--- src/sv/rgb_to_hsv_converter_macros.svh ---
// ----------------------------------------------------------------------------
// RGB to HSV converter assertion macros
// Shared concurrent assertion forms for the converter RTL.
// ----------------------------------------------------------------------------
`ifndef RGB_TO_HSV_CONVERTER_MACROS_SVH
`define RGB_TO_HSV_CONVERTER_MACROS_SVH

`ifndef NO_ASSERTIONS

// Consequent must hold in the same cycle as the antecedent.
`define RHC_ASSERT_SAME(label, clk, rst_n, ante, cons) \
    label: assert property (@(posedge clk) disable iff (!rst_n) (ante) |-> (cons)) \
        else $error("assertion failed");

// Consequent must hold in the cycle after the antecedent.
`define RHC_ASSERT_NEXT(label, clk, rst_n, ante, cons) \
    label: assert property (@(posedge clk) disable iff (!rst_n) (ante) |=> (cons)) \
        else $error("assertion failed");

`else

`define RHC_ASSERT_SAME(label, clk, rst_n, ante, cons)
`define RHC_ASSERT_NEXT(label, clk, rst_n, ante, cons)

`endif

`endif

--- src/sv/rhc_pkg.sv ---
// ----------------------------------------------------------------------------
// RGB to HSV converter package
// Payload types, pipeline record and arithmetic constants.
// ----------------------------------------------------------------------------
package rhc_pkg;

    localparam int CHAN_BITS  = 8;
    localparam int HUE_BITS   = 15;
    localparam int HUE_Q_BITS = 12;
    localparam int SAT_Q_BITS = 8;
    localparam int DIV_BITS   = 4;

    localparam logic [HUE_BITS-1:0] HUE_SECTOR     = HUE_BITS'(3840);
    localparam logic [HUE_BITS-1:0] HUE_TURN       = HUE_BITS'(23040);
    localparam logic [HUE_BITS-1:0] HUE_BASE_GREEN = HUE_BITS'(2 * 3840);
    localparam logic [HUE_BITS-1:0] HUE_BASE_BLUE  = HUE_BITS'(4 * 3840);

    typedef enum logic [1:0] {
        SECTOR_RED,
        SECTOR_GREEN,
        SECTOR_BLUE
    } sector_t;

    typedef struct packed {
        logic [CHAN_BITS-1:0] red;
        logic [CHAN_BITS-1:0] green;
        logic [CHAN_BITS-1:0] blue;
    } pixel_t;

    typedef struct packed {
        logic [HUE_BITS-1:0]  hue;
        logic [CHAN_BITS-1:0] saturation;
        logic [CHAN_BITS-1:0] value;
        logic                 hue_defined;
    } hsv_t;

    // One pixel in flight. The work fields start as the low dividend bits
    // and fill with quotient bits as the division stages shift them out.
    typedef struct packed {
        logic                  hue_defined;
        logic                  neg;
        sector_t               sector;
        logic [CHAN_BITS-1:0]  value;
        logic [CHAN_BITS-1:0]  delta;
        logic [CHAN_BITS-1:0]  hue_rem;
        logic [HUE_Q_BITS-1:0] hue_work;
        logic [CHAN_BITS-1:0]  sat_rem;
        logic [SAT_Q_BITS-1:0] sat_work;
    } pipe_t;

endpackage

--- src/sv/rhc_div_step.sv ---
// ----------------------------------------------------------------------------
// Restoring division slice
// Retires four quotient bits of an 8-bit divisor long division.
// ----------------------------------------------------------------------------
module rhc_div_step (
    input  logic [rhc_pkg::CHAN_BITS-1:0] rem_in,
    input  logic [rhc_pkg::CHAN_BITS-1:0] divisor,
    input  logic [rhc_pkg::DIV_BITS-1:0]  bits_in,
    output logic [rhc_pkg::CHAN_BITS-1:0] rem_out,
    output logic [rhc_pkg::DIV_BITS-1:0]  quot_out
);
    import rhc_pkg::*;

    // The partial remainder stays below the divisor, so it fits in 8 bits.
    always_comb
    begin : step_logic
        logic [CHAN_BITS:0]   trial;
        logic [CHAN_BITS-1:0] rem;
        rem      = rem_in;
        trial    = '0;
        quot_out = '0;
        for (int i = DIV_BITS - 1; i >= 0; i--)
        begin
            trial = {rem, bits_in[i]};
            if (trial >= {1'b0, divisor})
            begin
                rem         = CHAN_BITS'(trial - {1'b0, divisor});
                quot_out[i] = 1'b1;
            end
            else
            begin
                rem = trial[CHAN_BITS-1:0];
            end
        end
        rem_out = rem;
    end

endmodule

--- src/sv/rgb_to_hsv_converter.sv ---
// ----------------------------------------------------------------------------
// RGB to HSV converter
// Streams 8-bit RGB pixels to fixed-point HSV, one pixel per clock while not stalled.
// ----------------------------------------------------------------------------
// The converter accepts one pixel in every clock unless output back pressure
// has filled every stage. Its HSV result passes through stages 1 to 4 and the
// output register and can be taken at the next edge. Hue is in degrees times 64
// (0 to 23039), saturation and value use 255 for 1.0. Black and grey pixels
// return hue 0 and saturation 0 with hue_defined low. The latency is set by the
// hue quotient, twelve bits wide, which three division stages retire four bits
// at a time; the saturation quotient finishes one stage earlier. Every stage
// holds its pixel while the next one is full and stalled, and empty stages fill
// even while a finished result waits, so no pixel is lost or repeated under
// back pressure.
module rgb_to_hsv_converter (
    input  logic            clk,
    input  logic            rst_n,
    input  logic            pixel_valid,
    output logic            pixel_ready,
    input  rhc_pkg::pixel_t pixel,
    output logic            hsv_valid,
    input  logic            hsv_ready,
    output rhc_pkg::hsv_t   hsv
);
    import rhc_pkg::*;

    `include "rgb_to_hsv_converter_macros.svh"

    // Valid bits for the four working stages and the output register.
    logic s1_valid_reg, s1_valid_next;
    logic s2_valid_reg, s2_valid_next;
    logic s3_valid_reg, s3_valid_next;
    logic s4_valid_reg, s4_valid_next;
    logic out_valid_reg, out_valid_next;

    // A stage may load when it is empty or its content moves on this cycle.
    logic s1_ready, s2_ready, s3_ready, s4_ready, out_ready;

    pipe_t s1_reg, s1_next;
    pipe_t s2_reg, s2_next;
    pipe_t s3_reg, s3_next;
    pipe_t s4_reg, s4_next;
    hsv_t  hsv_reg, hsv_next;

    assign out_ready = !out_valid_reg || hsv_ready;
    assign s4_ready  = !s4_valid_reg || out_ready;
    assign s3_ready  = !s3_valid_reg || s4_ready;
    assign s2_ready  = !s2_valid_reg || s3_ready;
    assign s1_ready  = !s1_valid_reg || s2_ready;

    assign pixel_ready = s1_ready;
    assign hsv_valid   = out_valid_reg;
    assign hsv         = hsv_reg;

    assign s1_valid_next  = s1_ready  ? pixel_valid  : s1_valid_reg;
    assign s2_valid_next  = s2_ready  ? s1_valid_reg : s2_valid_reg;
    assign s3_valid_next  = s3_ready  ? s2_valid_reg : s3_valid_reg;
    assign s4_valid_next  = s4_ready  ? s3_valid_reg : s4_valid_reg;
    assign out_valid_next = out_ready ? s4_valid_reg : out_valid_reg;

    // ------------------------------------------------------------------
    // Stage 1: extremes, sector, signed difference and both dividends.
    // Hue dividend is |diff| * 3840 = (|diff| * 15) << 8, saturation
    // dividend is delta * 255 = (delta << 8) - delta.
    // ------------------------------------------------------------------
    always_comb
    begin : prep_logic
        logic [CHAN_BITS-1:0]  mx;
        logic [CHAN_BITS-1:0]  mn;
        logic [CHAN_BITS-1:0]  delta;
        logic [CHAN_BITS:0]    diff;
        logic [CHAN_BITS-1:0]  mag;
        logic [HUE_Q_BITS-1:0] mag15;
        logic [2*CHAN_BITS-1:0] sat_num;
        sector_t               sector;

        mx = (pixel.red > pixel.green) ? pixel.red : pixel.green;
        if (pixel.blue > mx)
        begin
            mx = pixel.blue;
        end
        mn = (pixel.red < pixel.green) ? pixel.red : pixel.green;
        if (pixel.blue < mn)
        begin
            mn = pixel.blue;
        end
        delta = mx - mn;

        // Ties go to red first, then green.
        if (pixel.red == mx)
        begin
            sector = SECTOR_RED;
        end
        else if (pixel.green == mx)
        begin
            sector = SECTOR_GREEN;
        end
        else
        begin
            sector = SECTOR_BLUE;
        end

        case (sector)
            SECTOR_RED:   diff = {1'b0, pixel.green} - {1'b0, pixel.blue};
            SECTOR_GREEN: diff = {1'b0, pixel.blue} - {1'b0, pixel.red};
            SECTOR_BLUE:  diff = {1'b0, pixel.red} - {1'b0, pixel.green};
            default:      diff = '0;
        endcase

        mag     = diff[CHAN_BITS] ? CHAN_BITS'(-diff) : diff[CHAN_BITS-1:0];
        mag15   = {mag, 4'b0000} - {4'b0000, mag};
        sat_num = {delta, {CHAN_BITS{1'b0}}} - {{CHAN_BITS{1'b0}}, delta};

        s1_next.hue_defined = (delta != '0);
        s1_next.neg         = diff[CHAN_BITS];
        s1_next.sector      = sector;
        s1_next.value       = mx;
        s1_next.delta       = delta;
        // The quotient fits in twelve bits, so the top eight dividend bits
        // already sit below the divisor and seed the remainder.
        s1_next.hue_rem     = mag15[HUE_Q_BITS-1:HUE_Q_BITS-CHAN_BITS];
        s1_next.hue_work    = {mag15[HUE_Q_BITS-CHAN_BITS-1:0], {CHAN_BITS{1'b0}}};
        s1_next.sat_rem     = sat_num[2*CHAN_BITS-1:CHAN_BITS];
        s1_next.sat_work    = sat_num[CHAN_BITS-1:0];
    end

    // ------------------------------------------------------------------
    // Stages 2 to 4: long division, four quotient bits per stage. Each
    // work field shifts left, and the new quotient bits enter at the bottom.
    // ------------------------------------------------------------------
    logic [CHAN_BITS-1:0] hue_rem_a, hue_rem_b, hue_rem_c;
    logic [DIV_BITS-1:0]  hue_q_a, hue_q_b, hue_q_c;
    logic [CHAN_BITS-1:0] sat_rem_a, sat_rem_b;
    logic [DIV_BITS-1:0]  sat_q_a, sat_q_b;

    rhc_div_step u_hue_step_a (
        .rem_in   (s1_reg.hue_rem),
        .divisor  (s1_reg.delta),
        .bits_in  (s1_reg.hue_work[HUE_Q_BITS-1 -: DIV_BITS]),
        .rem_out  (hue_rem_a),
        .quot_out (hue_q_a)
    );

    rhc_div_step u_sat_step_a (
        .rem_in   (s1_reg.sat_rem),
        .divisor  (s1_reg.value),
        .bits_in  (s1_reg.sat_work[SAT_Q_BITS-1 -: DIV_BITS]),
        .rem_out  (sat_rem_a),
        .quot_out (sat_q_a)
    );

    always_comb
    begin
        s2_next          = s1_reg;
        s2_next.hue_rem  = hue_rem_a;
        s2_next.hue_work = {s1_reg.hue_work[HUE_Q_BITS-DIV_BITS-1:0], hue_q_a};
        s2_next.sat_rem  = sat_rem_a;
        s2_next.sat_work = {s1_reg.sat_work[SAT_Q_BITS-DIV_BITS-1:0], sat_q_a};
    end

    rhc_div_step u_hue_step_b (
        .rem_in   (s2_reg.hue_rem),
        .divisor  (s2_reg.delta),
        .bits_in  (s2_reg.hue_work[HUE_Q_BITS-1 -: DIV_BITS]),
        .rem_out  (hue_rem_b),
        .quot_out (hue_q_b)
    );

    rhc_div_step u_sat_step_b (
        .rem_in   (s2_reg.sat_rem),
        .divisor  (s2_reg.value),
        .bits_in  (s2_reg.sat_work[SAT_Q_BITS-1 -: DIV_BITS]),
        .rem_out  (sat_rem_b),
        .quot_out (sat_q_b)
    );

    always_comb
    begin
        s3_next          = s2_reg;
        s3_next.hue_rem  = hue_rem_b;
        s3_next.hue_work = {s2_reg.hue_work[HUE_Q_BITS-DIV_BITS-1:0], hue_q_b};
        s3_next.sat_rem  = sat_rem_b;
        s3_next.sat_work = {s2_reg.sat_work[SAT_Q_BITS-DIV_BITS-1:0], sat_q_b};
    end

    // The saturation quotient is complete after stage 3 and rides along.
    rhc_div_step u_hue_step_c (
        .rem_in   (s3_reg.hue_rem),
        .divisor  (s3_reg.delta),
        .bits_in  (s3_reg.hue_work[HUE_Q_BITS-1 -: DIV_BITS]),
        .rem_out  (hue_rem_c),
        .quot_out (hue_q_c)
    );

    always_comb
    begin
        s4_next          = s3_reg;
        s4_next.hue_rem  = hue_rem_c;
        s4_next.hue_work = {s3_reg.hue_work[HUE_Q_BITS-DIV_BITS-1:0], hue_q_c};
    end

    // ------------------------------------------------------------------
    // Output stage: add the sector base, apply the sign and wrap a negative
    // hue by a full turn. Only the red sector can go below zero.
    // ------------------------------------------------------------------
    always_comb
    begin : hue_logic
        logic [HUE_BITS-1:0] base;
        logic [HUE_BITS:0]   quot;
        logic [HUE_BITS:0]   hue_sum;

        case (s4_reg.sector)
            SECTOR_RED:   base = '0;
            SECTOR_GREEN: base = HUE_BASE_GREEN;
            SECTOR_BLUE:  base = HUE_BASE_BLUE;
            default:      base = '0;
        endcase

        quot    = {{(HUE_BITS + 1 - HUE_Q_BITS){1'b0}}, s4_reg.hue_work};
        hue_sum = s4_reg.neg ? ({1'b0, base} - quot) : ({1'b0, base} + quot);
        if (hue_sum[HUE_BITS])
        begin
            hue_sum = hue_sum + {1'b0, HUE_TURN};
        end

        hsv_next.value       = s4_reg.value;
        hsv_next.hue_defined = s4_reg.hue_defined;
        if (s4_reg.hue_defined)
        begin
            hsv_next.hue        = hue_sum[HUE_BITS-1:0];
            hsv_next.saturation = s4_reg.sat_work;
        end
        else
        begin
            hsv_next.hue        = '0;
            hsv_next.saturation = '0;
        end
    end

    // ------------------------------------------------------------------
    // Registers. Only the valid bits are reset.
    // ------------------------------------------------------------------
    always_ff @(posedge clk or negedge rst_n)
    begin
        if (!rst_n)
        begin
            s1_valid_reg  <= 1'b0;
            s2_valid_reg  <= 1'b0;
            s3_valid_reg  <= 1'b0;
            s4_valid_reg  <= 1'b0;
            out_valid_reg <= 1'b0;
        end
        else
        begin
            s1_valid_reg  <= s1_valid_next;
            s2_valid_reg  <= s2_valid_next;
            s3_valid_reg  <= s3_valid_next;
            s4_valid_reg  <= s4_valid_next;
            out_valid_reg <= out_valid_next;
        end
    end

    always_ff @(posedge clk)
    begin
        if (s1_ready)
        begin
            s1_reg <= s1_next;
        end
        if (s2_ready)
        begin
            s2_reg <= s2_next;
        end
        if (s3_ready)
        begin
            s3_reg <= s3_next;
        end
        if (s4_ready)
        begin
            s4_reg <= s4_next;
        end
        if (out_ready)
        begin
            hsv_reg <= hsv_next;
        end
    end

    // ------------------------------------------------------------------
    // Assertions.
    // ------------------------------------------------------------------
    `RHC_ASSERT_SAME(a_hue_in_range, clk, rst_n, hsv_valid && hsv.hue_defined, hsv.hue < HUE_TURN)
    `RHC_ASSERT_SAME(a_undefined_zero, clk, rst_n, hsv_valid && !hsv.hue_defined, (hsv.hue == '0) && (hsv.saturation == '0))
    `RHC_ASSERT_SAME(a_sat_nonzero, clk, rst_n, hsv_valid && hsv.hue_defined, hsv.saturation != '0)
    `RHC_ASSERT_SAME(a_rem_below_div, clk, rst_n, s2_valid_reg && s2_reg.hue_defined, s2_reg.hue_rem < s2_reg.delta)
    `RHC_ASSERT_NEXT(a_stage1_holds, clk, rst_n, s1_valid_reg && !s2_ready, s1_valid_reg && $stable(s1_reg))

endmodule
--- config.mk ---
export PLATFORM = sky130hd
export DESIGN_NAME = rgb_to_hsv_converter
export DESIGN_NICKNAME = d
export VERILOG_FILES = /design/src/sv/rhc_pkg.sv /design/src/sv/rhc_div_step.sv /design/src/sv/rgb_to_hsv_converter.sv
export VERILOG_INCLUDE_DIRS = /design/src /design/src/sv
export SDC_FILE = /design/constraint.sdc
export NUM_CORES = 1
export LEC_CHECK = 0
export ABC_AREA = 1
export BUFFER_PORTS_ARGS = -buffer_cell sky130_fd_sc_hd__clkbuf_2
export CAP_MARGIN = 20
export CORE_UTILIZATION = 55
export DETAILED_ROUTE_END_ITERATION = 10
export GPL_ROUTABILITY_DRIVEN = 0
export GPL_TIMING_DRIVEN = 0
export PLACE_DENSITY = 0.72
export REMOVE_ABC_BUFFERS = 1
export SYNTH_ARGS = -nofsm -noshare
export SYNTH_HDL_FRONTEND = slang
export SYNTH_SLANG_ARGS = --single-unit
--- constraint.sdc ---
create_clock -name clk -period 9.9 [get_ports clk]
set_input_delay 0.495 -clock clk [delete_from_list [all_inputs] [get_ports clk]]
set_output_delay 0.495 -clock clk [all_outputs]
set_load 0.005 [all_outputs]
==> summary.txt, run 1 <==
Clock tree
  – Maximum clock path buffer count: 3
  – Total CTS buffers: 22
  – CTS tree: done
  – Sink Count: ~210
  – Worst-skew pair later-pin latency: roughly 520 ps
  – Clock-pin slew on the worst setup and hold paths: ~60 ps
  – Root buf cell: clkbuf_16
  – H-tree Lvls: 1

Worst hold path
  – Hold Crit Start: pixel_valid
  – WHS Endpoint: s1_valid_reg
  – Hold Crit Depth: 3
  – Hold Path Class: in2reg

Setup path
  – Critical path startpoint category: flip-flop
  – Reg-to-reg slack, setup: 870 ps
  – Worst r2r src: s1_reg[48]
  – Critical-path maximum fanout: 12
  – RR Endpoint: s2_reg[14]
  – Slowest CP cell: edfxtp_1
  – CP peak stage delay: 390 ps
  – Required time of the critical path: ~10,000 ps
  – CP endpoint kind: flip-flop
  – Worst Setup Path Type: reg2reg
  – CP arrival: around 9300 ps
  – Top cell by count, worst path: a21oi_1
  – Worst reg-to-reg path cell count: 56

Layout
  – Commonest non-fill, non-tap cell in the layout: nand2_1
  – NumNets Final: around 2.5k
  – Most frequent cells in the layout: 407 x nand2_1, 296 x inv_1, 220 x ha_1
  – Share of cells above drive strength 1: 9.448%
  – Ant diodes: 0
  – P&R area growth vs syn: 9.147%
  – End-of-flow core utilization: 61.71%

Drt
  – Drc violations: 0
  – Vias/cell: approximately 5.5
  – Drt pass-1 iters: 7
  – Starting DRC count in detailed routing: 739
  – Routed via count: roughly 14k
  – Final wirelength: ~37,000 um
  – Antenna violation net count after detailed routing: 0
  – Wirelength per Cell: ~14 um

Die
  – Die area: 0.03257 mm^2
  – Total core area: a little over 0.03 mm^2
  – Die width: 180.5 um
  – Ports: a little over 60
  – Initial core utilization: 56.54%
  – Floorplan row count: 64
  – DIE HEIGHT: about 180 um

Global routing
  – GRT Util Overall: between 20% and 30%
  – Total gr overflow: 0
  – Vias in the first global route: 13.44k
  – Initial antenna violation count: 0
  – First-pass GRT wire length: just over 60,000 um
  – Largest net degree at the start of global routing: 48

STA
  – Worst Tran Pin Value: 919.4 ps
  – Setup Skew: ~17 ps
  – Post-layout min period: roughly 9000 ps
  – Final period utilization: roughly 91%
  – FMAX: roughly 0.11 GHz
  – Slew margin rel.: between 30% and 40%
  – Fin. max-slew vios: 0
  – Final hold violation count: 0
  – Setup Viol. Count Final: 0

Job
  – Max-Cap Viols: 0

Logic synthesis
  – Avg Cell Area, Syn: approximately 8.3 um^2
  – Post-synth top flop: edfxtp_1
  – Post-synth EDFFs: 202
  – Post-Syn Area: approximately 0.018 mm^2
  – Ys async rst share: between 2 and 2.5%
  – Synth Register Bits: between 200 and 250
  – Yosys warns: 0
  – Cell variety after synth: 55
  – Post-synthesis sequential area ratio: a little over a third
  – Cells after synthesis: roughly 2.1k

Place
  – PortBufs: a little over 60
  – Final HPWL DP: around 30,000 um

Status
  – Status: finished, final reports clean
-- synth_stat cells (all sizes together), types with 18 or more instances --
cell type    n  area, um^2
fa          18       360.4
xnor2       41       359.1
a21oi      157       785.8
nand2      433        1685
o21ai      165       829.6
xor2        81       709.4
nor3        35       180.2
ha         220        2753
or2         20       125.1
nand4       23       143.9
edfxtp     202        6066
nor2       162       665.6
nand3      115       648.1
inv        310        1164
-- layout make-up --
| type | count | area [um^2] |
|---|---|---|
| fill | 2598 | 11870 |
| multi-input combinational | 1571 | 10040 |
| sequential | 207 | 6191 |
| inverter | 314 | 1190 |
| clock buffer | 28 | 593.1 |
| timing repair buffer | 79 | 495.5 |
| tap | 396 | 495.5 |
| clock inverter | 12 | 112.6 |
| timing repair inverter | 1 | 7.507 |
-- kinds of logic after synthesis --
group,Yosys count,synth area share (%)
AOI/OAI and AO/OA,398,12.54
xor gates and xnor gates,122,6.098
adders and majority gates,238,17.77
buffers and inverters,339,7.455
DFF,207,35.33
muxes,4,0.2571
and+or+nand+nor,809,20.55
-- worst max path at each step --
stage	start	to	slack (ps)	depth (start not counted)
floorplan	s1_reg[47]	s2_reg[10]	1990	55
global placement	s1_reg[48]	s2_reg[8]	250	55
detailed placement	s1_reg[37]	s2_reg[33]	180	54
CTS	s1_reg[37]	s2_reg[33]	140	54
global route	s1_reg[45]	s2_reg[14]	-30	58
finish	s1_reg[48]	s2_reg[14]	870	56
-- metal layers --
metal  GRT usage [%]  part of all wire [%]
met2           40.48                    48
met1           28.38                    44
met3           2.223                   4.1
met5               0                     0
met4           8.786                   3.5
-- per-stage QoR --
stage	setup slack [ps]	area, um^2	hold slack (ps)	TNS, ps	std cells
floorplan	1986	17390	199.4	0	2092
global placement	247.0	18200	333.6	0	2549
detailed placement	181.2	18270	338.8	0	2552
CTS	141.2	18990	232.9	0	2593
global route	-26.26	19120	245.0	-27.48	2608
finish	867.8	19120	259.4	0	2608
-- what timing repair did --
| action | in CTS | in global routing |
|---|---|---|
| hold buffers | 1 | 0 |
| resized for setup | 0 | 13 |
| endpoints found under the hold margin | 5 | 0 |
| setup endpoints to repair | 0 | 24 |
| setup buffers | 0 | 12 |
-- worst max-delay path, delay by kind of cell, from the launching register on --
kind | cells | cell delay, ps
flip-flops | 1 | 390
AND/OR/NAND/NOR | 19 | 2210
multiplexers | 1 | 370
adder cells (fa/ha/maj) | 4 | 1350
buffers and inverters | 11 | 1320
AO/OA/AOI/OAI | 21 | 3160
Power of run 1 is left out: the tool's default activity adds up to more than one toggle a clock period on the data nets, which glitch-free logic cannot reach.
==> inputs of run 2 (changes only) <==
--- a/config.mk
+++ b/config.mk
@@ -15,6 +15,7 @@
 export GPL_TIMING_DRIVEN = 0
 export PLACE_DENSITY = 0.72
 export REMOVE_ABC_BUFFERS = 1
+export SETUP_SLACK_MARGIN = 0.4
 export SYNTH_ARGS = -nofsm -noshare
 export SYNTH_HDL_FRONTEND = slang
 export SYNTH_SLANG_ARGS = --single-unit
==> constraint.sdc (replaced) <==
create_clock -name clk -period 9.9 [get_ports clk]
set_input_delay 0.99 -clock clk [delete_from_list [all_inputs] [get_ports clk]]
set_output_delay 0.99 -clock clk [all_outputs]
set_load 0.005 [all_outputs]
==> summary.txt, run 2 (synthesized netlist as in run 1, its figures left out) <==
Status
  – Status: finished, final reports clean

Layout
  – Commonest non-fill, non-tap cell in the layout: nand2_1
  – Share of cells above drive strength 1: under 10%
  – Most frequent cells in the layout: 405 x nand2_1, 291 x inv_1, 220 x ha_1
  – P&R area growth vs syn: 9.298%
  – Ant diodes: 0
  – NumNets Final: approximately 2.5k

Job
  – Max-Cap Viols: 0

Die
  – Initial core utilization: between 50% and 60%
  – Floorplan row count: 64
  – DIE HEIGHT: 180.5 um
  – Total core area: 0.03099 mm^2
  – Die width: between 150 and 200 um
  – Ports: 62
  – Die area: roughly 0.033 mm^2

Clock tree
  – CTS tree: done
  – H-tree Lvls: 1
  – # hold bufs at CTS: 0
  – Total CTS buffers: 22
  – Root buf cell: clkbuf_16
  – Sink Count: around 210
  – Clock-pin slew on the worst setup and hold paths: about 60 ps
  – Maximum clock path buffer count: 3
  – Worst-skew pair later-pin latency: between 500 and 600 ps

Drt
  – Final wirelength: approximately 37,000 um
  – Drc violations: 0
  – Antenna violation net count after detailed routing: 0
  – Vias/cell: ~5.5
  – Starting DRC count in detailed routing: slightly below 700
  – Routed via count: 14.22k
  – Wirelength per Cell: roughly 14 um
  – Drt pass-1 iters: 5

Place
  – Final HPWL DP: around 30,000 um
  – PortBufs: 61

Global routing
  – Largest net degree at the start of global routing: 48
  – GR Util met2: roughly two fifths
  – GR peak layer: met2
  – Initial antenna violation count: 0
  – Vias in the first global route: 13.46k
  – First-pass GRT wire length: between 60,000 and 70,000 um
  – Global-route met1 utilization: approximately 28%
  – Total gr overflow: 0
  – Met3 usage: 2.223%
  – GRT Util Overall: 22.77%

Setup path
  – CP endpoint kind: flip-flop
  – Worst reg-to-reg path cell count: 48
  – CP arrival: ~9000 ps
  – Reg-to-reg slack, setup: between 1000 and 1500 ps
  – Worst r2r src: s2_reg[41]
  – Critical path startpoint category: flip-flop
  – RR Endpoint: s3_reg[34]
  – Critical-path maximum fanout: 15
  – Required time of the critical path: between 10,000 and 15,000 ps
  – CP peak stage delay: approximately 400 ps
  – Slowest CP cell: edfxtp_1
  – Worst Setup Path Type: reg2reg

STA
  – Setup Skew: ~17 ps
  – Setup Viol. Count Final: 0
  – FMAX: ~0.11 GHz
  – RSZ-0062 raised after global routing: yes
  – Slew margin rel.: roughly two fifths
  – Worst Tran Pin Value: ~900 ps
  – Final hold violation count: 0
  – Post-layout min period: around 9000 ps
  – Fin. max-slew vios: 0
  – Final period utilization: about nine tenths
  – Setup TNS Final: 0 ps
  – Hold WS: about 310 ps

Worst hold path
  – Hold Path Class: in2async
run 2: critical path: cells and delay by family (launching register included):
family                     cells  cell delay (ps)
AOI/OAI and AO/OA             20             3120
and+or+nand+nor               15             2130
adders and majority gates      4             1410
buffers and inverters          8             1160
DFF                            1              400
muxes                          1              280
run 2: worst max path at each step:
stage               depth (start not counted)  slack (ps)  startpoint          to
floorplan                                  55        1990  s1_reg[47]  s2_reg[10]
global placement                           55         250  s1_reg[48]   s2_reg[8]
detailed placement                         54         180  s1_reg[37]  s2_reg[33]
CTS                                        57         620  s1_reg[45]  s2_reg[14]
global route                               55         390  s1_reg[48]  s2_reg[14]
finish                                     48        1150  s2_reg[41]  s3_reg[34]
run 2: layout make-up:
cell class                 instances  area (um^2)
clock inverter                    12        112.6
sequential                       207         6191
timing repair inverter             2        15.01
fill                            2598        11840
timing repair buffer              77        478.0
clock buffer                      28        593.1
tap                              396        495.5
multi-input combinational       1571        10060
inverter                         314         1204
run 2: repair_timing:
action,CTS,global route
setup buffers,3,10
gates cloned,0,2
resized for setup,1,29
setup endpoints to repair,15,28
pin swaps,2,3
run 2: stage by stage:
stage          instance area, um^2  utilization (%)  setup slack [ps]  std cells
5_1_grt                      19150            61.80             385.1       2607
2_1_floorplan                17390                -              1986       2092
4_1_cts                      19000            61.31             618.1       2595
3_5_place_dp                 18270            58.96             181.2       2552
6_report                     19150            61.80              1151       2607
3_3_place_gp                 18200            58.71             247.0       2549
run 2: metal layers:
layer | share of wire [%] | vias to the layer above
li1 | - | 7348
met1 | 44 | 6448
met5 | 0 | -
met2 | 49 | 339
met3 | 3.9 | 89
met4 | 3.5 | 0
Power of run 2 is left out for the same reason.
